**config.mk**
```make
export PLATFORM = sky130hd
export DESIGN_NAME = tttr_dec_mul
export DESIGN_NICKNAME = d
export VERILOG_FILES = /design/src/design/tttr_dec_pkg.sv /design/src/design/tttr_dec_mul.sv
export SDC_FILE = /design/constraint.sdc
export NUM_CORES = 2
export LEC_CHECK = 0
export ABC_CLOCK_PERIOD_IN_PS = 16400
export BUFFER_PORTS_ARGS = -buffer_cell sky130_fd_sc_hd__buf_2
export CORE_ASPECT_RATIO = 0.75
export CORE_MARGIN = 3
export CORE_UTILIZATION = 25
export DETAILED_ROUTE_END_ITERATION = 10
export PLACE_DENSITY_LB_ADDON = 0.25
export SYNTH_ARGS = -nofsm -noshare
export SYNTH_HDL_FRONTEND = slang
export SYNTH_SLANG_ARGS = --single-unit
```
**constraint.sdc**
```tcl
create_clock -name clock -period 16.4 [get_ports clock]
set_clock_uncertainty 0.05 [all_clocks]
set_input_delay 0.82 -clock clock [delete_from_list [all_inputs] [get_ports clock]]
set_output_delay 0.82 -clock clock [all_outputs]
set_load 0.005 [all_outputs]
```
**src/design/tttr_dec_pkg.sv**
```systemverilog
// shared types, constants and register codes for the time-tag record decoder
package tttr_dec_pkg;

   localparam int unsigned ABS_TIME_BITS_DEF = 28;
   localparam int unsigned DELAY_BITS_DEF    = 12;
   localparam int unsigned SYNC_BITS_DEF     = 16;

   localparam int unsigned CHAN_W  = 4;
   localparam int unsigned RES_W   = 32;
   localparam int unsigned STEP_W  = 32;
   localparam int unsigned MASK_W  = 28;
   localparam int unsigned WIDE_W  = 64;
   localparam int unsigned HALF_W  = 32;
   localparam int unsigned CSR_IDX_W  = 2;
   localparam int unsigned CSR_DATA_W = 32;

   // depth of the result queue, also the number of items allowed in flight
   localparam int unsigned QUEUE_DEPTH = 8;

   localparam logic [CHAN_W-1:0] SPECIAL_CHANNEL = 4'b1111;

   localparam logic              MODE_RESET = 1'b0;
   localparam logic [RES_W-1:0]  RES_RESET  = 32'd4;
   localparam logic [STEP_W-1:0] STEP_RESET = 32'd65536;
   localparam logic [MASK_W-1:0] MASK_RESET = 28'd585;

   typedef enum logic [1:0] {
      KIND_PHOTON   = 2'd0,
      KIND_MARKER   = 2'd1,
      KIND_OVERFLOW = 2'd2
   } kind_type;

   typedef enum logic [CSR_IDX_W-1:0] {
      CSR_MODE = 2'd0,
      CSR_RES  = 2'd1,
      CSR_STEP = 2'd2,
      CSR_MASK = 2'd3
   } csr_index_type;

   typedef enum logic {
      MODE_T2 = 1'b0,
      MODE_T3 = 1'b1
   } mode_type;

   typedef struct packed {
      mode_type          mode;
      logic [RES_W-1:0]  resolution;
      logic [STEP_W-1:0] step;
      logic [MASK_W-1:0] mask;
   } cfg_type;

   // front stage to multiply stage
   typedef struct packed {
      logic              valid;
      kind_type          kind;
      logic [CHAN_W-1:0] channel;
      logic [WIDE_W-1:0] mul_a;
      logic [RES_W-1:0]  mul_b;
      logic [WIDE_W-1:0] pulse;
      logic [WIDE_W-1:0] ovf_total;
   } stage_type;

   typedef struct packed {
      kind_type          kind;
      logic [CHAN_W-1:0] channel;
      logic [WIDE_W-1:0] time_ps;
      logic [WIDE_W-1:0] pulse;
      logic [WIDE_W-1:0] ovf_total;
   } result_type;

endpackage

```
**src/design/tttr_dec_mul.sv**
```systemverilog
// split 64x32 product: two 32x32 partial products, then the recombining add
module tttr_dec_mul (
   input  logic                      clock,
   input  logic                      reset,
   input  tttr_dec_pkg::stage_type   stage,
   output logic                      out_valid,
   output tttr_dec_pkg::result_type  out_item
);
   localparam int unsigned HalfW = tttr_dec_pkg::HALF_W;

   logic                                 valid_ff;
   tttr_dec_pkg::kind_type               kind_ff;
   logic [tttr_dec_pkg::CHAN_W-1:0]      chan_ff;
   logic [tttr_dec_pkg::WIDE_W-1:0]      pulse_ff, ovf_ff;
   logic [tttr_dec_pkg::WIDE_W-1:0]      lo_ff, lo_in;
   logic [HalfW-1:0]                     hi_ff, hi_in;

   // full 32x32 lower product; operands are zero extended
   assign lo_in = tttr_dec_pkg::WIDE_W'(stage.mul_a[HalfW-1:0]) *
                  tttr_dec_pkg::WIDE_W'(stage.mul_b);
   // only the low half of the upper partial product survives mod 2^64
   assign hi_in = stage.mul_a[tttr_dec_pkg::WIDE_W-1:HalfW] * stage.mul_b;

   always_ff @(posedge clock) begin
      lo_ff    <= lo_in;
      hi_ff    <= hi_in;
      kind_ff  <= stage.kind;
      chan_ff  <= stage.channel;
      pulse_ff <= stage.pulse;
      ovf_ff   <= stage.ovf_total;
      if (reset) begin
         valid_ff <= 1'b0;
      end else begin
         valid_ff <= stage.valid;
      end
   end

   assign out_valid          = valid_ff;
   assign out_item.kind      = kind_ff;
   assign out_item.channel   = chan_ff;
   assign out_item.time_ps   = lo_ff + {hi_ff, {HalfW{1'b0}}};
   assign out_item.pulse     = pulse_ff;
   assign out_item.ovf_total = ovf_ff;

endmodule

```
==> impl_results.rst <==
.. list-table::
   :header-rows: 1

   * - Metric
     - Value
   * - Largest net degree at the start of global routing
     - 60
   * - CTS tree
     - yes
   * - Cell taking the most area after synthesis
     - fa_1
   * - Share of cells above drive strength 1
     - 9.25%
   * - Max-Slew Margin vs Limit
     - 17.4%
   * - Number of cells on the critical path
     - 26
   * - Number of global-route vias before repair
     - 43100
   * - Crit start category
     - input port
   * - Arrival time reported for the critical path endpoint
     - 9.94 ns
   * - Syn Std Cell Area
     - 55100 um2
   * - Final weighted congestion in routability-driven placement
     - 0.863
   * - Area used by multi-input combinational logic
     - 43700 um2
   * - Antenna violations before repair
     - 46
   * - TritonCTS sink count
     - 231
   * - Largest cells by area after synthesis
     - fa_1 47%, inv_1 9.7%, ha_1 9.5%
   * - Drt total wl
     - 195 mm
   * - Total of warnings raised by yosys
     - 0
   * - Floorplan die width
     - 548 um
   * - RSZ-0062 raised after global routing
     - no
   * - Placed wire-length estimate after detailed placement
     - 150 mm
   * - Clk buf depth
     - 3
   * - Sequential cell area
     - 4620 um2
   * - Final Slew Violations
     - 0
   * - Clock H-tree levels
     - 1
   * - Register bit count reported by yosys
     - 231
   * - Class of the most critical setup path
     - input port to flip-flop
   * - Most common library cell in the layout ignoring fill and taps
     - inv_1
   * - Number of distinct library cells after synthesis
     - 72
   * - Congestion Overflow GR
     - 0
   * - Remaining antenna violation count after routing
     - 0
   * - Clock-pin slew on the worst setup and hold paths
     - 0.07 ns
   * - Sequential area share after synthesis
     - 8.40%
   * - Result of the run
     - finished clean
   * - Initial core utilization
     - 25.3%
   * - Final Critical Period
     - 9.41 ns
   * - Filler cell count in the final layout
     - 23200
   * - Area share of the leading cell type in the synthesized netlist
     - 47.4%
   * - Critical Path End Type
     - flip-flop
   * - Post-layout nets
     - 8098
   * - Cell row count
     - 148
   * - Total iterations of the first detailed-routing run
     - 5
   * - Most used cell, CP
     - fa_1
   * - Iteration-0 DRC count of the detailed router
     - 2427
   * - Crit-path max cell delay
     - 0.82 ns
   * - Worst min-delay path category
     - input port to flip-flop
   * - Slowest stage cell on the critical path
     - a211oi_1
   * - Area growth from synthesis to layout
     - 10.7%
   * - Critical path peak fanout
     - 34
   * - Setup TNS
     - 0 ns
   * - Synthesized instance count
     - 5963
   * - Endpoint required time on the critical path
     - 16.93 ns
   * - Average vias per placed instance
     - 4.36
   * - Least-Margin Pin Slew
     - 1.24 ns
   * - Global-route wire length before repair
     - 289 mm
   * - Number of buffers inserted during clock tree synthesis
     - 29
   * - Ys async rst share
     - 0%
   * - Number of post-CTS setup repair buffers
     - 0
   * - Final period utilization
     - 57.4%
   * - Worst path buffer plus inverter count
     - 6
   * - Top-level I/O count
     - 432
   * - Die height
     - 412 um
   * - Worst hold path cell count
     - 1
   * - Final-report hold violation count
     - 0
   * - Avg Synthesized Cell Area
     - 9.24 um2
   * - Clock root buffer master
     - clkbuf_16
   * - Max-capacitance violation count
     - 0
   * - Number of enable flip-flop cells after synthesis
     - 0
   * - Routed wire per std cell
     - 21.5 um
   * - Global-route usage over all layers
     - 17.3%
   * - Core area
     - 218000 um2
   * - Count of endpoints failing setup in the final report
     - 0
   * - Overall via count from detail_route
     - 39700
   * - Post-CTS Resized
     - 0
   * - Die footprint
     - 226000 um2
   * - Total DRC errors in the routed layout
     - 0
   * - Highest clock rate
     - 106 MHz
   * - Primary flip-flop cell chosen by synthesis mapping
     - dfxtp_1
   * - Final core utilization
     - 28.0%
   * - Highest-count cells in the layout ignoring fill and taps
     - 1416 x inv_1, 1305 x fa_1, 856 x nand2_1
   * - Number of nets produced by synthesis
     - 7918
   * - Largest delay contributor family on the critical path
     - adder cells
   * - Hold-fix buffers, CTS
     - 0
   * - I/O Buffers
     - 431
-- area by class of cell --
type | instances | area share, %
antenna | 14 | 0.0575
clock buffer | 37 | 1.32
clock inverter | 14 | 0.267
inverter | 1416 | 8.72
multi-input combinational | 3974 | 71.7
sequential | 231 | 7.59
tap | 2925 | 6.01
timing repair buffer | 491 | 4.29
-- metal layers --
layer / vias up / global-route usage [%] / share of wire [%]
met4: 12 / 2.93 / 1.7
met5: - / 0 / 0.035
met2: 1221 / 26.5 / 43
met1: 20800 / 24.8 / 47
met3: 154 / 4.48 / 8.3
li1: 17500 / - / -
-- final timing paths --
kind  slack (ns)            to       start
max         6.99     lo_ff[60]  stage[136]
min         0.21  pulse_ff[23]   stage[87]
-- synthesized netlist by cell type, types with 4 or more instances --
master,count
inv_1,1416
nor4_1,5
o21bai_1,19
nand3b_1,4
nand2_1,856
o21ai_2,4
a31oi_1,10
o211ai_1,7
o21ai_0,41
dfxtp_1,231
a21oi_1,99
o21ai_1,5
nand2b_1,14
nor2b_1,10
and2_1,748
xor2_1,44
a211oi_1,7
fa_1,1305
o31ai_1,7
nand3_1,21
o21a_1,18
buf_4,32
a21o_1,46
xnor2_1,123
nand4_1,12
clkbuf_1,305
or2_2,4
ha_1,417
nor3_1,20
nor2_1,63
-- kinds of logic after synthesis --
logic type | synth area share, %
AO/OA/AOI/OAI | 3.81
adder cells (fa/ha/maj) | 56.9
flip-flops | 8.40
multiplexers | 0.0182
AND/OR/NAND/NOR | 16.0
buffers and inverters | 12.2
XOR/XNOR | 2.66
-- registers in the layout (all words and copies together), names as in the netlist --
| name | flops |
|---|---|
| out_valid | 1 |
| pulse_ff | 64 |
| chan_ff | 4 |
| lo_ff | 64 |
| ovf_ff | 64 |
| hi_ff | 32 |
| kind_ff | 2 |
-- through the flow --
step / std cells / setup WS (ns) / cell area (um2) / hold WS (ns)
after detailed placement: 9037 / 6.35 / 59900 / 0.874
after global placement: 9037 / 6.44 / 59900 / 0.873
after floorplan: 5963 / 8.45 / 55100 / 0.798
after global routing: 9090 / 6.67 / 60900 / 0.159
final: 9102 / 6.99 / 60900 / 0.209
after CTS: 9088 / 7.11 / 60900 / 0.126
Power is left out: the tool's default activity adds up to more than one toggle a clock period on the data nets, which glitch-free logic cannot reach.
