--- src/design/tttr_dec_pkg.sv ---
// shared types, constants and register codes for the time-tag record decoder
package tttr_dec_pkg;

   localparam int unsigned ABS_TIME_BITS_DEF = 28;
   localparam int unsigned DELAY_BITS_DEF    = 12;
   localparam int unsigned SYNC_BITS_DEF     = 16;

   localparam int unsigned CHAN_W  = 4;
   localparam int unsigned RES_W   = 32;
   localparam int unsigned STEP_W  = 32;
   localparam int unsigned MASK_W  = 28;
   localparam int unsigned WIDE_W  = 64;
   localparam int unsigned HALF_W  = 32;
   localparam int unsigned CSR_IDX_W  = 2;
   localparam int unsigned CSR_DATA_W = 32;

   // depth of the result queue, also the number of items allowed in flight
   localparam int unsigned QUEUE_DEPTH = 8;

   localparam logic [CHAN_W-1:0] SPECIAL_CHANNEL = 4'b1111;

   localparam logic              MODE_RESET = 1'b0;
   localparam logic [RES_W-1:0]  RES_RESET  = 32'd4;
   localparam logic [STEP_W-1:0] STEP_RESET = 32'd65536;
   localparam logic [MASK_W-1:0] MASK_RESET = 28'd585;

   typedef enum logic [1:0] {
      KIND_PHOTON   = 2'd0,
      KIND_MARKER   = 2'd1,
      KIND_OVERFLOW = 2'd2
   } kind_type;

   typedef enum logic [CSR_IDX_W-1:0] {
      CSR_MODE = 2'd0,
      CSR_RES  = 2'd1,
      CSR_STEP = 2'd2,
      CSR_MASK = 2'd3
   } csr_index_type;

   typedef enum logic {
      MODE_T2 = 1'b0,
      MODE_T3 = 1'b1
   } mode_type;

   typedef struct packed {
      mode_type          mode;
      logic [RES_W-1:0]  resolution;
      logic [STEP_W-1:0] step;
      logic [MASK_W-1:0] mask;
   } cfg_type;

   // front stage to multiply stage
   typedef struct packed {
      logic              valid;
      kind_type          kind;
      logic [CHAN_W-1:0] channel;
      logic [WIDE_W-1:0] mul_a;
      logic [RES_W-1:0]  mul_b;
      logic [WIDE_W-1:0] pulse;
      logic [WIDE_W-1:0] ovf_total;
   } stage_type;

   typedef struct packed {
      kind_type          kind;
      logic [CHAN_W-1:0] channel;
      logic [WIDE_W-1:0] time_ps;
      logic [WIDE_W-1:0] pulse;
      logic [WIDE_W-1:0] ovf_total;
   } result_type;

endpackage

--- src/design/tttr_dec_front.sv ---
// record classification, origin and overflow count, multiplier operand select
module tttr_dec_front #(
   parameter int unsigned ABS_TIME_BITS = tttr_dec_pkg::ABS_TIME_BITS_DEF,
   parameter int unsigned DELAY_BITS    = tttr_dec_pkg::DELAY_BITS_DEF,
   parameter int unsigned SYNC_BITS     = tttr_dec_pkg::SYNC_BITS_DEF
) (
   input  logic                             clock,
   input  logic                             reset,
   input  tttr_dec_pkg::cfg_type            cfg,
   input  logic                             in_valid,
   input  logic [tttr_dec_pkg::CHAN_W-1:0]  in_chan,
   input  logic [ABS_TIME_BITS-1:0]         in_tag,
   input  logic [DELAY_BITS-1:0]            in_delay,
   input  logic [SYNC_BITS-1:0]             in_sync,
   output tttr_dec_pkg::stage_type          stage
);
   localparam int unsigned CmpW = (ABS_TIME_BITS > tttr_dec_pkg::MASK_W) ?
                                  ABS_TIME_BITS : tttr_dec_pkg::MASK_W;

   logic [tttr_dec_pkg::WIDE_W-1:0] origin_ff, origin_in;
   logic [tttr_dec_pkg::WIDE_W-1:0] count_ff, count_in;
   tttr_dec_pkg::stage_type         stage_ff, stage_in;

   logic [CmpW-1:0] tag_x, mask_x;
   logic            is_special, t2_marker, is_ovf;

   assign tag_x      = CmpW'(in_tag);
   assign mask_x     = CmpW'(cfg.mask);
   assign is_special = (in_chan == tttr_dec_pkg::SPECIAL_CHANNEL);
   assign t2_marker  = ((tag_x & mask_x) == mask_x);
   assign is_ovf     = is_special && ((cfg.mode == tttr_dec_pkg::MODE_T3) ?
                                      (in_delay == '0) : !t2_marker);

   always_comb begin
      origin_in = origin_ff;
      count_in  = count_ff;
      if (in_valid && is_ovf) begin
         origin_in = origin_ff + tttr_dec_pkg::WIDE_W'(cfg.step);
         count_in  = count_ff + tttr_dec_pkg::WIDE_W'(1);
      end
   end

   always_comb begin
      stage_in.valid     = in_valid;
      stage_in.kind      = tttr_dec_pkg::KIND_PHOTON;
      stage_in.channel   = in_chan;
      stage_in.mul_a     = '0;
      stage_in.mul_b     = '0;
      stage_in.pulse     = '0;
      stage_in.ovf_total = count_in;
      if (is_special) begin
         if (is_ovf) begin
            stage_in.kind    = tttr_dec_pkg::KIND_OVERFLOW;
            stage_in.channel = '0;
         end else begin
            stage_in.kind = tttr_dec_pkg::KIND_MARKER;
            if (cfg.mode == tttr_dec_pkg::MODE_T3) begin
               stage_in.pulse = tttr_dec_pkg::WIDE_W'(in_delay);
            end else begin
               // raw tag passes through the multiplier times one
               stage_in.mul_a = tttr_dec_pkg::WIDE_W'(in_tag);
               stage_in.mul_b = tttr_dec_pkg::RES_W'(1);
            end
         end
      end else if (cfg.mode == tttr_dec_pkg::MODE_T3) begin
         stage_in.mul_a = tttr_dec_pkg::WIDE_W'(in_delay);
         stage_in.mul_b = cfg.resolution;
         stage_in.pulse = origin_ff + tttr_dec_pkg::WIDE_W'(in_sync);
      end else begin
         stage_in.mul_a = origin_ff + tttr_dec_pkg::WIDE_W'(in_tag);
         stage_in.mul_b = cfg.resolution;
      end
   end

   always_ff @(posedge clock) begin
      if (reset) begin
         origin_ff <= '0;
         count_ff  <= '0;
         stage_ff  <= '0;
      end else begin
         origin_ff <= origin_in;
         count_ff  <= count_in;
         stage_ff  <= stage_in;
      end
   end

   assign stage = stage_ff;

endmodule

--- config.mk ---
export PLATFORM = sky130hd
export DESIGN_NAME = tttr_dec_front
export DESIGN_NICKNAME = d
export VERILOG_FILES = /design/src/design/tttr_dec_pkg.sv /design/src/design/tttr_dec_front.sv
export SDC_FILE = /design/constraint.sdc
export NUM_CORES = 1
export LEC_CHECK = 0
export BUFFER_PORTS_ARGS = -buffer_cell sky130_fd_sc_hd__clkbuf_2
export CAP_MARGIN = 20
export CORE_MARGIN = 1
export CORE_UTILIZATION = 35
export CTS_CLUSTER_DIAMETER = 50
export DETAILED_ROUTE_END_ITERATION = 10
export GPL_TIMING_DRIVEN = 1
export MAX_ROUTING_LAYER = met4
export PLACE_DENSITY = 0.57
export SYNTH_ARGS = -nofsm -noshare
export SYNTH_HDL_FRONTEND = slang
export SYNTH_SLANG_ARGS = --single-unit
--- constraint.sdc ---
create_clock -name clock -period 4.6 [get_ports clock]
set_clock_uncertainty 0.05 [all_clocks]
set_input_delay 0.23 -clock clock [delete_from_list [all_inputs] [get_ports clock]]
set_output_delay 0.23 -clock clock [all_outputs]
set_load 0.05 [all_outputs]
==> impl_metrics.tcl <==
set metrics [dict create \
    syn-num-nets 2139 \
    finalWorstSetupSlack_ps 973 \
    fin_nets 2551 \
    wl_per_cell_microns 18.6 \
    r2r-start "origin_ff[0]" \
    netlist_area_sq_um 15800 \
    drc 0 \
    htree_levels 2 \
    async_reset_ff_share_pct 0 \
    start_util_pct 35.6 \
    clock_power_share_pct 49.6 \
    core_sq_um 44300 \
    slew_violations 0 \
    grt_max_degree 76 \
    synth_top_cell_by_area "dfxtp_1" \
    crit_family "compound AO/OA/AOI/OAI gates" \
    ir_worst_vdd_v 0.000205 \
    syn2layout_area_growth_pct 28.3 \
    gp_congestion 0.930 \
    critPathMaxFanout 35 \
    overflow 0 \
    clock_sinks 295 \
    grt_pass1_wl_microns 84500 \
    p_per_area_nw_per_um2 318 \
    r2r_end "stage[110]" \
    row_count 77 \
    clock_path_buffers 3 \
    synth_edf_count 0 \
    place_area_sq_um 18100 \
    reg2reg_setup_slack_ps 970 \
    netlist_top_cells_area "dfxtp_1 37%, ha_1 6.1%, xor2_1 5.9%" \
    p_switching_mw 1.69 \
    dieArea_sq_um 45900 \
    internal_power_mw 4.75 \
    synth_common_cells "295 x dfxtp_1, 245 x nor2_1, 172 x nand2_1, 127 x a21oi_1, 106 x xor2_1" \
    clk_pin_slew_ps 60 \
    slowest_stage "a211o_1" \
    cts_resized 0 \
    min-delay-start "in_tag[5]" \
    endpoint_kind "flip-flop" \
    maxCapViolations 0 \
    max_freq_mhz 276 \
    finalSetupTns_ps 0 \
    leakagePower_nw 8.67 \
    p_sw_share_pct 26.2 \
    cp.arrival_ps 4050 \
    crit_chain "ha_1 -> inv_1 -> fa_1 -> nor2b_1 -> o21a_1 -> o21ai_1 -> a21oi_1 -> o21a_1 -> o31ai_2 -> a211o_1 -> or4_1 -> a21oi_1" \
    cts-buffers-inserted 41 \
    synthDistinctLibCells 81 \
    antenna_found_initial 6 \
    clock_latency_ps 570 \
    crit_type "reg -> reg" \
    rsz0062_at_grt "no" \
    max_stage_delay_ps 650 \
    seqPwrFrac_pct 40.6 \
    path_buf_inv 1 \
    synth_top_area_share_pct 37.4 \
    period_needed_ps 3630 \
    wirelength_microns 54800 \
    port_buffers 386 \
    worst_slew_pin_slew_ps 971 \
    die_y_microns 214 \
    dp_hpwl_microns 42300 \
    hold_viol_final 0 \
    crit_path_start "origin_ff[0]" \
    endpoint "stage[110]" \
    setup_viol 0 \
    r2r_cells 12 \
    max_slew_margin_pct 35.3 \
    status "complete, no violations" \
    yosysSeqAreaShare_pct 37.4 \
    root_buffer "clkbuf_16" \
    die_w_microns 214 \
    design_area_sq_um 20200 \
    pwr-share-comb_pct 9.8 \
    fill_cells 4423 \
    ys_ff_latch 295 \
    synthFlopType "dfxtp_1" \
    drive_above_1_share_pct 21.4 \
    via_count 15200 \
    pre_cts_ws_ps 1080 \
    grt_pass1_vias 14500 \
    synthCells 1903 \
    vias_per_cell 5.15 \
    syn_area_per_cell_sq_um 8.29 \
    firstDrtPassIters 8 \
    gr-usage-all-layers_pct 24.1 \
    cp.depth 12 \
    cts_tree "yes" \
    ant_nets 0 \
    required_ps 5020 \
    postCtsSetupBuffers 0 \
    synth_warnings 0 \
    io_pins 387 \
    cts.hold.buffers_added 73 \
    detail_route.iter0.violations 1109 \
    startpoint_type "flip-flop" \
    yosysMostFrequentCell "dfxtp_1" \
    post-route-period-util_pct 78.8 \
    min_path_type "in -> reg" \
]
cells in the final DEF (no fill, tap or decap), drive strengths merged, types with 10 or more instances in the layout:
master / instances
mux2i: 13
inv: 57
and2: 24
o21bai: 13
a2111oi: 10
dfxtp: 295
and3: 63
dlygate4sd3: 73
or4: 16
clkbuf: 434
ha: 77
a22oi: 10
xor2: 106
xnor2: 103
o31ai: 20
nor4: 18
o21a: 10
nand3: 71
buf: 13
nor2b: 29
nand4: 39
a21oi: 128
or3: 18
and4: 10
nor2: 245
nor3: 32
a211oi: 13
a21o: 37
o21ai: 84
nand2: 172
stage by stage:
stage / utilization [%] / std cells / total power, mW / hold WS, ps
after global placement: 40.9 / 2791 / 3.24 / 412
after floorplan: - / 1903 / 3.03 / 289
after global routing: 45.7 / 2944 / 6.68 / 19.2
after detailed placement: 40.9 / 2791 / 3.25 / 414
final: 45.7 / 2944 / 6.44 / 40.9
after CTS: 45.6 / 2938 / 6.51 / 2.70
worst min-delay path, stage by stage:
cell and delay [ps]:
clkbuf_2 140, a22oi_1 100, nor2_1 130
worst min path at each step:
stage / endpoint / slack (ps) / cells after the start
after global placement: stage[153] / 410 / 2
after CTS: stage[165] / 3 / 3
after global routing: stage[165] / 20 / 3
final: stage[165] / 40 / 3
after floorplan: stage[172] / 290 / 2
after detailed placement: stage[137] / 410 / 2
power groups by stage:
stage               Clock, mW  Sequential [mW]  Combinational, mW
detailed placement          0             2.67              0.576
floorplan                   0             2.81              0.228
CTS                      3.27             2.61              0.628
global route             3.39             2.62              0.675
finish                   3.19             2.61              0.630
global placement            0             2.67              0.575
flip-flops by register name (all words and copies together), names as in the netlist:
signal / flops
origin_ff: 64
stage: 231
layout make-up:
cell class | instances | area, sq um | area share (%)
sequential | 295 | 5910 | 29.2
clock buffer | 49 | 1090 | 5.36
clock inverter | 25 | 279 | 1.38
inverter | 49 | 184 | 0.909
antenna | 6 | 15.0 | 0.0742
timing repair buffer | 471 | 2760 | 13.6
multi-input combinational | 1457 | 9280 | 45.8
tap | 592 | 741 | 3.66
cell families after synthesis:
| family | Yosys count | synth area share (%) |
|---|---|---|
| AO/OA/AOI/OAI | 386 | 15.8 |
| adder cells (fa/ha/maj) | 80 | 6.49 |
| multiplexers | 13 | 0.825 |
| XOR/XNOR | 209 | 11.6 |
| flip-flops | 295 | 37.4 |
| buffers and inverters | 151 | 3.81 |
| AND/OR/NAND/NOR | 769 | 24.0 |
metal layers:
layer  track usage [%]  wire (microns)
met1              31.7           25300
met2              35.8           23700
met3              6.27            4080
met4              8.00            1760
met5                 -               0
No activity file was read; power rests on OpenSTA's default activity.
