[config.mk]
export PLATFORM = sky130hd
export DESIGN_NAME = tttr_dec_fifo
export DESIGN_NICKNAME = d
export VERILOG_FILES = /design/src/design/tttr_dec_pkg.sv /design/src/design/tttr_dec_fifo.sv
export SDC_FILE = /design/constraint.sdc
export NUM_CORES = 1
export LEC_CHECK = 0
export BUFFER_PORTS_ARGS = -buffer_cell sky130_fd_sc_hd__buf_2
export CORE_ASPECT_RATIO = 0.8
export CORE_MARGIN = 4
export CORE_UTILIZATION = 50
export DETAILED_ROUTE_END_ITERATION = 8
export GPL_ROUTABILITY_DRIVEN = 1
export PLACE_DENSITY = 0.68
export SLEW_MARGIN = 15
export SYNTH_ARGS = -nofsm -noshare
export SYNTH_HDL_FRONTEND = slang
export SYNTH_SLANG_ARGS = --single-unit
[constraint.sdc]
create_clock -name clock -period 46.6 [get_ports clock]
set_clock_uncertainty 0.05 [all_clocks]
set_input_delay 6.99 -clock clock [delete_from_list [all_inputs] [get_ports clock]]
set_output_delay 6.99 -clock clock [all_outputs]
set_load 0.1 [all_outputs]
[src/design/tttr_dec_pkg.sv]
// shared types, constants and register codes for the time-tag record decoder
package tttr_dec_pkg;

   localparam int unsigned ABS_TIME_BITS_DEF = 28;
   localparam int unsigned DELAY_BITS_DEF    = 12;
   localparam int unsigned SYNC_BITS_DEF     = 16;

   localparam int unsigned CHAN_W  = 4;
   localparam int unsigned RES_W   = 32;
   localparam int unsigned STEP_W  = 32;
   localparam int unsigned MASK_W  = 28;
   localparam int unsigned WIDE_W  = 64;
   localparam int unsigned HALF_W  = 32;
   localparam int unsigned CSR_IDX_W  = 2;
   localparam int unsigned CSR_DATA_W = 32;

   // depth of the result queue, also the number of items allowed in flight
   localparam int unsigned QUEUE_DEPTH = 8;

   localparam logic [CHAN_W-1:0] SPECIAL_CHANNEL = 4'b1111;

   localparam logic              MODE_RESET = 1'b0;
   localparam logic [RES_W-1:0]  RES_RESET  = 32'd4;
   localparam logic [STEP_W-1:0] STEP_RESET = 32'd65536;
   localparam logic [MASK_W-1:0] MASK_RESET = 28'd585;

   typedef enum logic [1:0] {
      KIND_PHOTON   = 2'd0,
      KIND_MARKER   = 2'd1,
      KIND_OVERFLOW = 2'd2
   } kind_type;

   typedef enum logic [CSR_IDX_W-1:0] {
      CSR_MODE = 2'd0,
      CSR_RES  = 2'd1,
      CSR_STEP = 2'd2,
      CSR_MASK = 2'd3
   } csr_index_type;

   typedef enum logic {
      MODE_T2 = 1'b0,
      MODE_T3 = 1'b1
   } mode_type;

   typedef struct packed {
      mode_type          mode;
      logic [RES_W-1:0]  resolution;
      logic [STEP_W-1:0] step;
      logic [MASK_W-1:0] mask;
   } cfg_type;

   // front stage to multiply stage
   typedef struct packed {
      logic              valid;
      kind_type          kind;
      logic [CHAN_W-1:0] channel;
      logic [WIDE_W-1:0] mul_a;
      logic [RES_W-1:0]  mul_b;
      logic [WIDE_W-1:0] pulse;
      logic [WIDE_W-1:0] ovf_total;
   } stage_type;

   typedef struct packed {
      kind_type          kind;
      logic [CHAN_W-1:0] channel;
      logic [WIDE_W-1:0] time_ps;
      logic [WIDE_W-1:0] pulse;
      logic [WIDE_W-1:0] ovf_total;
   } result_type;

endpackage

[src/design/tttr_dec_fifo.sv]
// result queue between the pipeline and the output handshake
module tttr_dec_fifo #(
   parameter int unsigned DEPTH = tttr_dec_pkg::QUEUE_DEPTH
) (
   input  logic                      clock,
   input  logic                      reset,
   input  logic                      wr_valid,
   input  tttr_dec_pkg::result_type  wr_item,
   input  logic                      rd_ready,
   output logic                      rd_valid,
   output tttr_dec_pkg::result_type  rd_item
);
   localparam int unsigned PtrW = (DEPTH > 1) ? $clog2(DEPTH) : 1;
   localparam int unsigned CntW = $clog2(DEPTH + 1);

   tttr_dec_pkg::result_type mem_ff [DEPTH];
   logic [PtrW-1:0] wr_ptr_ff, wr_ptr_in, rd_ptr_ff, rd_ptr_in;
   logic [CntW-1:0] count_ff, count_in;
   logic            pop;

   assign rd_valid = (count_ff != '0);
   assign pop      = rd_valid && rd_ready;
   assign rd_item  = mem_ff[rd_ptr_ff];

   always_comb begin
      wr_ptr_in = wr_ptr_ff;
      rd_ptr_in = rd_ptr_ff;
      count_in  = count_ff;
      if (wr_valid) begin
         wr_ptr_in = (wr_ptr_ff == PtrW'(DEPTH - 1)) ? '0 : wr_ptr_ff + PtrW'(1);
      end
      if (pop) begin
         rd_ptr_in = (rd_ptr_ff == PtrW'(DEPTH - 1)) ? '0 : rd_ptr_ff + PtrW'(1);
      end
      if (wr_valid && !pop) begin
         count_in = count_ff + CntW'(1);
      end else if (pop && !wr_valid) begin
         count_in = count_ff - CntW'(1);
      end
   end

   always_ff @(posedge clock) begin
      if (wr_valid) begin
         mem_ff[wr_ptr_ff] <= wr_item;
      end
   end

   always_ff @(posedge clock) begin
      if (reset) begin
         wr_ptr_ff <= '0;
         rd_ptr_ff <= '0;
         count_ff  <= '0;
      end else begin
         wr_ptr_ff <= wr_ptr_in;
         rd_ptr_ff <= rd_ptr_in;
         count_ff  <= count_in;
      end
   end

endmodule

==> metrics.csv, run 1 <==
metric,value,unit
part of the cycle the worst path needs,28.6,%
CTS Buffer Depth,3,
Worst Slack Setup Final,33290,ps
RD Place Congestion,0.694,
drc violations,0,
Placed Instances,4303,
"Cell Area, Synth",0.0601,sq mm
TritonCTS Buffers,151,
vias in the first global route,28100,
CTS clock-pin slew for the worst setup and hold paths,60,ps
Die Y,318,um
post-CTS setup buffer count,0,
initial antenna violation count,35,
Sw Share,31.5,%
final hold vios,0,
ANT nets after route,0,
peak supply drop,0.0000493,V
Crit path required time,39560,ps
CTS Hold Bufs,0,
CP arrival,6270,ps
P&R area growth vs syn,14.1,%
TritonRoute pass-1 iters,5,
die area,0.126,sq mm
crit-path max FO,50,
switching power,1.17,mW
internal cell power,2.53,mW
Most Crowded Layer GR,met2,
Core Area,0.119,sq mm
ys flop type,edfxtp_1,
Layout Utilization,57.6,%
clk_lat worst skew,740,ps
met3 Track Usage GR,4.86,%
CP Class,reg2out,
FF-to-FF path depth,5,
vias per std cell,5.68,
Clock Tree Root,clkbuf_16,
Mapped Cells,2362,
quantity of gates resized following cts,0,
fraction of registers with async set/reset,0,%
first-pass GRT wire length,183000,um
Finished Layout Cells,4595,
Max Transition Viols Final,0,
HPWL Detailed,67100,um
"area leader, netlist",edfxtp_1,
Hold Crit Depth,2,
Initial DRC Count,1780,
Hold Crit Class,reg2reg,
crit path capture type,primary output,
CTS tree,done,
port bufs,400,
Mapped Nets,2572,
P_leak,21.6,nW
detailed-route via count,26100,
synth warn,0,
H-tree depth,4,
max_cap viols,0,
layout cell share with drive strength beyond 1,42.2,%
total gr overflow,0,
total wire length,122000,um
grt met2 use,33.1,%
Clock power frac,31.5,%
nets@finish,3056,
Final Power,3.70,mW
starting density of the core,50.5,%
endpoints failing setup,0,
Worst slew margin,18.4,%
actual slew at the worst max-slew pin,1220,ps
Sequential Power Share,44.1,%
fmax,75.1,MHz
commonest cells in the netlist,"edfxtp_1 (1,584), mux4_2 (396), mux2_2 (199)",
Setup TNS,0,ps
Setup crit start kind,flip-flop,
library cells used by synthesis,26,
"EDFF count, synth",1584,
Synth Area per Inst,25.4,sq um
Post-Place Setup Slack,33790,ps
row cnt,113,
routed len/inst,26.6,um
Tmin final,13310,ps
register area share after synthesis,79.6,%
top area cells in the synthesized netlist,"edfxtp_1 (79%), mux4_2 (15%), mux2_2 (3.7%)",
Die X,396,um
Tot GR Track Use,19.6,%
largest net degree at the start of global routing,151,
RSZ-0062 raised after global routing,false,
grt met1 use,25.3,%
"FF+latch count, synth",1597,
Logic pwr share,24.4,%
run status,finished clean,
Power Density,54.0,mW/mm^2
"count leader, synth",edfxtp_1,
I/O pins,401,
clock sinks,1597,
area share of the largest cell type after synthesis,79.1,%
## cells in the final DEF, fill, tap and decap left out, types with 9 or more instances in the layout
cell	synthesis	routed
buf_2	37	400
buf_4	0	38
bufinv_16	0	9
clkbuf_1	30	35
clkbuf_16	0	154
clkinv_1	0	31
clkinv_2	0	24
dfxtp_1	13	10
diode_2	0	24
edfxtp_1	1584	1584
mux2_2	199	199
mux4_2	396	396
nor2_1	17	11
## routing by layer
metal,routed length (um),vias up
met1,48300,14000
met2,63800,711
met3,7670,194
met5,138,-
met4,2440,22
li1,-,11200
## worst max-delay path: stages (launching register included)
cell and delay, ps:
dfxtp_4 1010, buf_4 720, buf_4 870, buf_4 690, buf_4 790, mux4_2 590
mux2_2 280, buf_2 300
## through the flow
step	cell area, sq um	hold WS (ps)
CTS	68500	465
floorplan	60100	400
finish	68600	469
global placement	63800	396
global route	68500	481
detailed placement	63800	426
## final cells by class
class | instances | area [sq um]
antenna | 24 | 60.1
clock buffer | 191 | 4010
clock inverter | 77 | 671
fill | 8467 | 50500
inverter | 2 | 7.51
multi-input combinational | 651 | 11600
sequential | 1597 | 47800
tap | 1610 | 2010
timing repair buffer | 443 | 2390
## state kept, by name, indices dropped and copies added (netlist names), named ones only
register	flops
mem_ff	1584
count_ff	4
wr_ptr_ff	3
rd_ptr_ff	3
## kinds of logic (layout without fill, tap and decap cells)
logic type / count (synthesis) / count (layout) / share of synthesized area [%]
and+or+nand+nor: 35 / 35 / 0.262
buffers and inverters: 114 / 713 / 1.26
xor gates and xnor gates: 2 / 2 / 0.0292
muxes: 597 / 597 / 18.6
AOI/OAI and AO/OA: 9 / 9 / 0.0812
other: 0 / 24 / 0
DFF: 1597 / 1597 / 79.6
adders and majority gates: 8 / 8 / 0.179
## worst paths after layout
kind	start	endpoint	slack, ps
worst max-delay path	flip-flop	rd_item[144]	33290
worst min-delay path	rd_ptr_ff[2]	flip-flop	470
worst max register to register	wr_ptr_ff[0]	mem_ff[1][142]	42200
worst min register to register	rd_ptr_ff[2]	flip-flop	470
## power by group through the flow
stage          registers (mW)  logic, mW  clock network [mW]
2_1_floorplan            1.66      0.785                   0
3_3_place_gp             1.66      0.904                   0
3_5_place_dp             1.66      0.915                   0
4_1_cts                  1.63      0.917                1.19
5_1_grt                  1.63      0.944                1.26
6_report                 1.63      0.904                1.16
No activity file was read; power rests on OpenSTA's default activity.
==> run 2, diff against run 1 <==
Settings changed: PLACE_DENSITY 0.68 to 0.7.
Clock period 46.6 ns to 10.7 ns, I/O delays scaled along.
==> metrics.csv, run 2 (synthesis gave the netlist of run 1 again) <==
metric,value,unit,change
run status,finished clean,,
max reg flops,1584,,unchanged
H-tree depth,4,,unchanged
P_leak,21.6,nW,+0.20%
Final Power,16.2,mW,+340%
initial antenna violation count,28,,-20%
nets@finish,3059,,+0.098%
part of the cycle the worst path needs,57.5,%,
fmax,162,MHz,
"most common cell after layout, fill and taps aside",edfxtp_1,,
Placed Instances,4303,,unchanged
RD Place Congestion,0.683,,-1.6%
Clock Tree Root,clkbuf_16,,
clk_lat worst skew,750,ps,about the same
I/O pins,401,,unchanged
CP arrival,4500,ps,-1770 ps
CP max-delay cell,dfxtp_4,,
FF-to-FF setup slack,7210,ps,"-34,990 ps"
CTS Buffer Depth,3,,unchanged
HPWL Detailed,65100,um,-3.0%
clock sinks,1597,,unchanged
Worst Slack Setup Final,4540,ps,"-28,740 ps"
die area,0.126,sq mm,unchanged
starting density of the core,50.5,%,unchanged
endpoints failing setup,0,,unchanged
total gr overflow,0,,unchanged
fin area,0.0687,sq mm,+0.22%
crit path capture type,primary output,,
largest net degree at the start of global routing,149,,-1.3%
Hold Crit Class,reg2reg,,
CTS tree,done,,
crit path cell chain,buf_4 -> buf_12 -> buf_16 -> mux4_2 -> mux2_2 -> buf_2,,
total wire length,121000,um,-1.5%
P&R area growth vs syn,14.3,%,
Finished Layout Cells,4597,,+0.044%
top flop regs,"mem_ff x1584, count_ff x4",,
first-pass GRT wire length,181000,um,-0.77%
CP Class,reg2out,,
Tot GR Track Use,19.4,%,-0.16 points
CP peak stage delay,970,ps,-40 ps
vias per std cell,5.69,,+0.22%
post-CTS setup buffer count,0,,unchanged
TritonCTS Buffers,153,,+1.3%
row cnt,113,,unchanged
CTS Hold Bufs,0,,unchanged
port bufs,400,,unchanged
crit-path max FO,91,,+82%
Buf/Inv on CP,4,,-1
max_cap viols,0,,unchanged
peak supply drop,0.000179,V,+260%
drc violations,0,,unchanged
quantity of gates resized following cts,0,,unchanged
TritonRoute pass-1 iters,5,,unchanged
actual slew at the worst max-slew pin,1410,ps,+191 ps
Initial DRC Count,1841,,+3.4%
most frequent cells in the layout,"edfxtp_1 (1,584), buf_2 (400), mux4_2 (396), mux2_2 (199), clkbuf_16 (157)",,
Max Transition Viols Final,0,,unchanged
detailed-route via count,26200,,+0.26%
CTS clock-pin slew for the worst setup and hold paths,60,ps,about the same
RSZ-0062 raised after global routing,false,,
Tmin final,6160,ps,
layout cell share with drive strength beyond 1,42.2,%,-0.048 points
Post-Place Setup Slack,5290,ps,"-28,500 ps"
Core Area,0.119,sq mm,unchanged
routed len/inst,26.2,um,-1.5%
vias in the first global route,28200,,+0.34%
ANT nets after route,0,,unchanged
Die Y,318,um,unchanged
Crit path required time,9050,ps,"-30,510 ps"
Worst slew margin,5.69,%,-13 points
Setup crit start kind,flip-flop,,
final hold vios,0,,unchanged
largest reg by FF count,mem_ff,,
Die X,396,um,unchanged
crit-path leading delay family,buffers and inverters,,
Placed Area,0.0639,sq mm,about the same
Power Density,236,mW/mm^2,+340%
-- run 2: per-stage QoR --
step / TNS, ps / hold slack (ps) / util (%)
detailed placement: 0 / 423 / 53.6
CTS: 0 / 432 / 57.6
global placement: 0 / 410 / 53.6
floorplan: -61980 / 400 / -
finish: 0 / 428 / 57.7
global route: 0 / 464 / 57.7
-- run 2: worst min-delay path, cell delays in order, from the launching register on --
cell	delay [ps]
dfxtp_1	310
nand2_1	50
a21oi_1	70
-- run 2: routing by layer --
layer  vias to the layer above  track usage, %  routed length (um)
li1                      11200               -                   -
met1                     14100            25.4               48200
met2                       694            32.7               62400
met3                       177            4.91                7410
met4                        16            5.39                2380
met5                         -               0                 102
-- run 2: final cells by class --
type	count	area, sq um
flip-flops and latches	1597	47800
clock inverters	79	718
multi-input cells	651	11600
diodes	25	62.6
well taps	1610	2010
clock buffers	189	4050
inverters	2	7.51
repair buffers	444	2440
fillers	8415	50300
-- run 2: worst paths after layout --
kind,to,depth (start not counted),from
setup / recovery,rd_item[132],6,flip-flop
hold reg to reg,flip-flop,2,rd_ptr_ff[2]
hold / removal,flip-flop,2,rd_ptr_ff[2]
setup reg to reg,mem_ff[7][141],4,wr_ptr_ff[1]
-- run 2: power breakdown --
part / switching, mW / total (mW) / leakage (nW) / internal (mW)
Clock: 2.18 / 5.14 / 2.32 / 2.97
Combinational: 2.80 / 3.95 / 4.80 / 1.15
Sequential: 0.0834 / 7.10 / 14.5 / 7.02
Total: 5.06 / 16.2 / 21.6 / 11.1
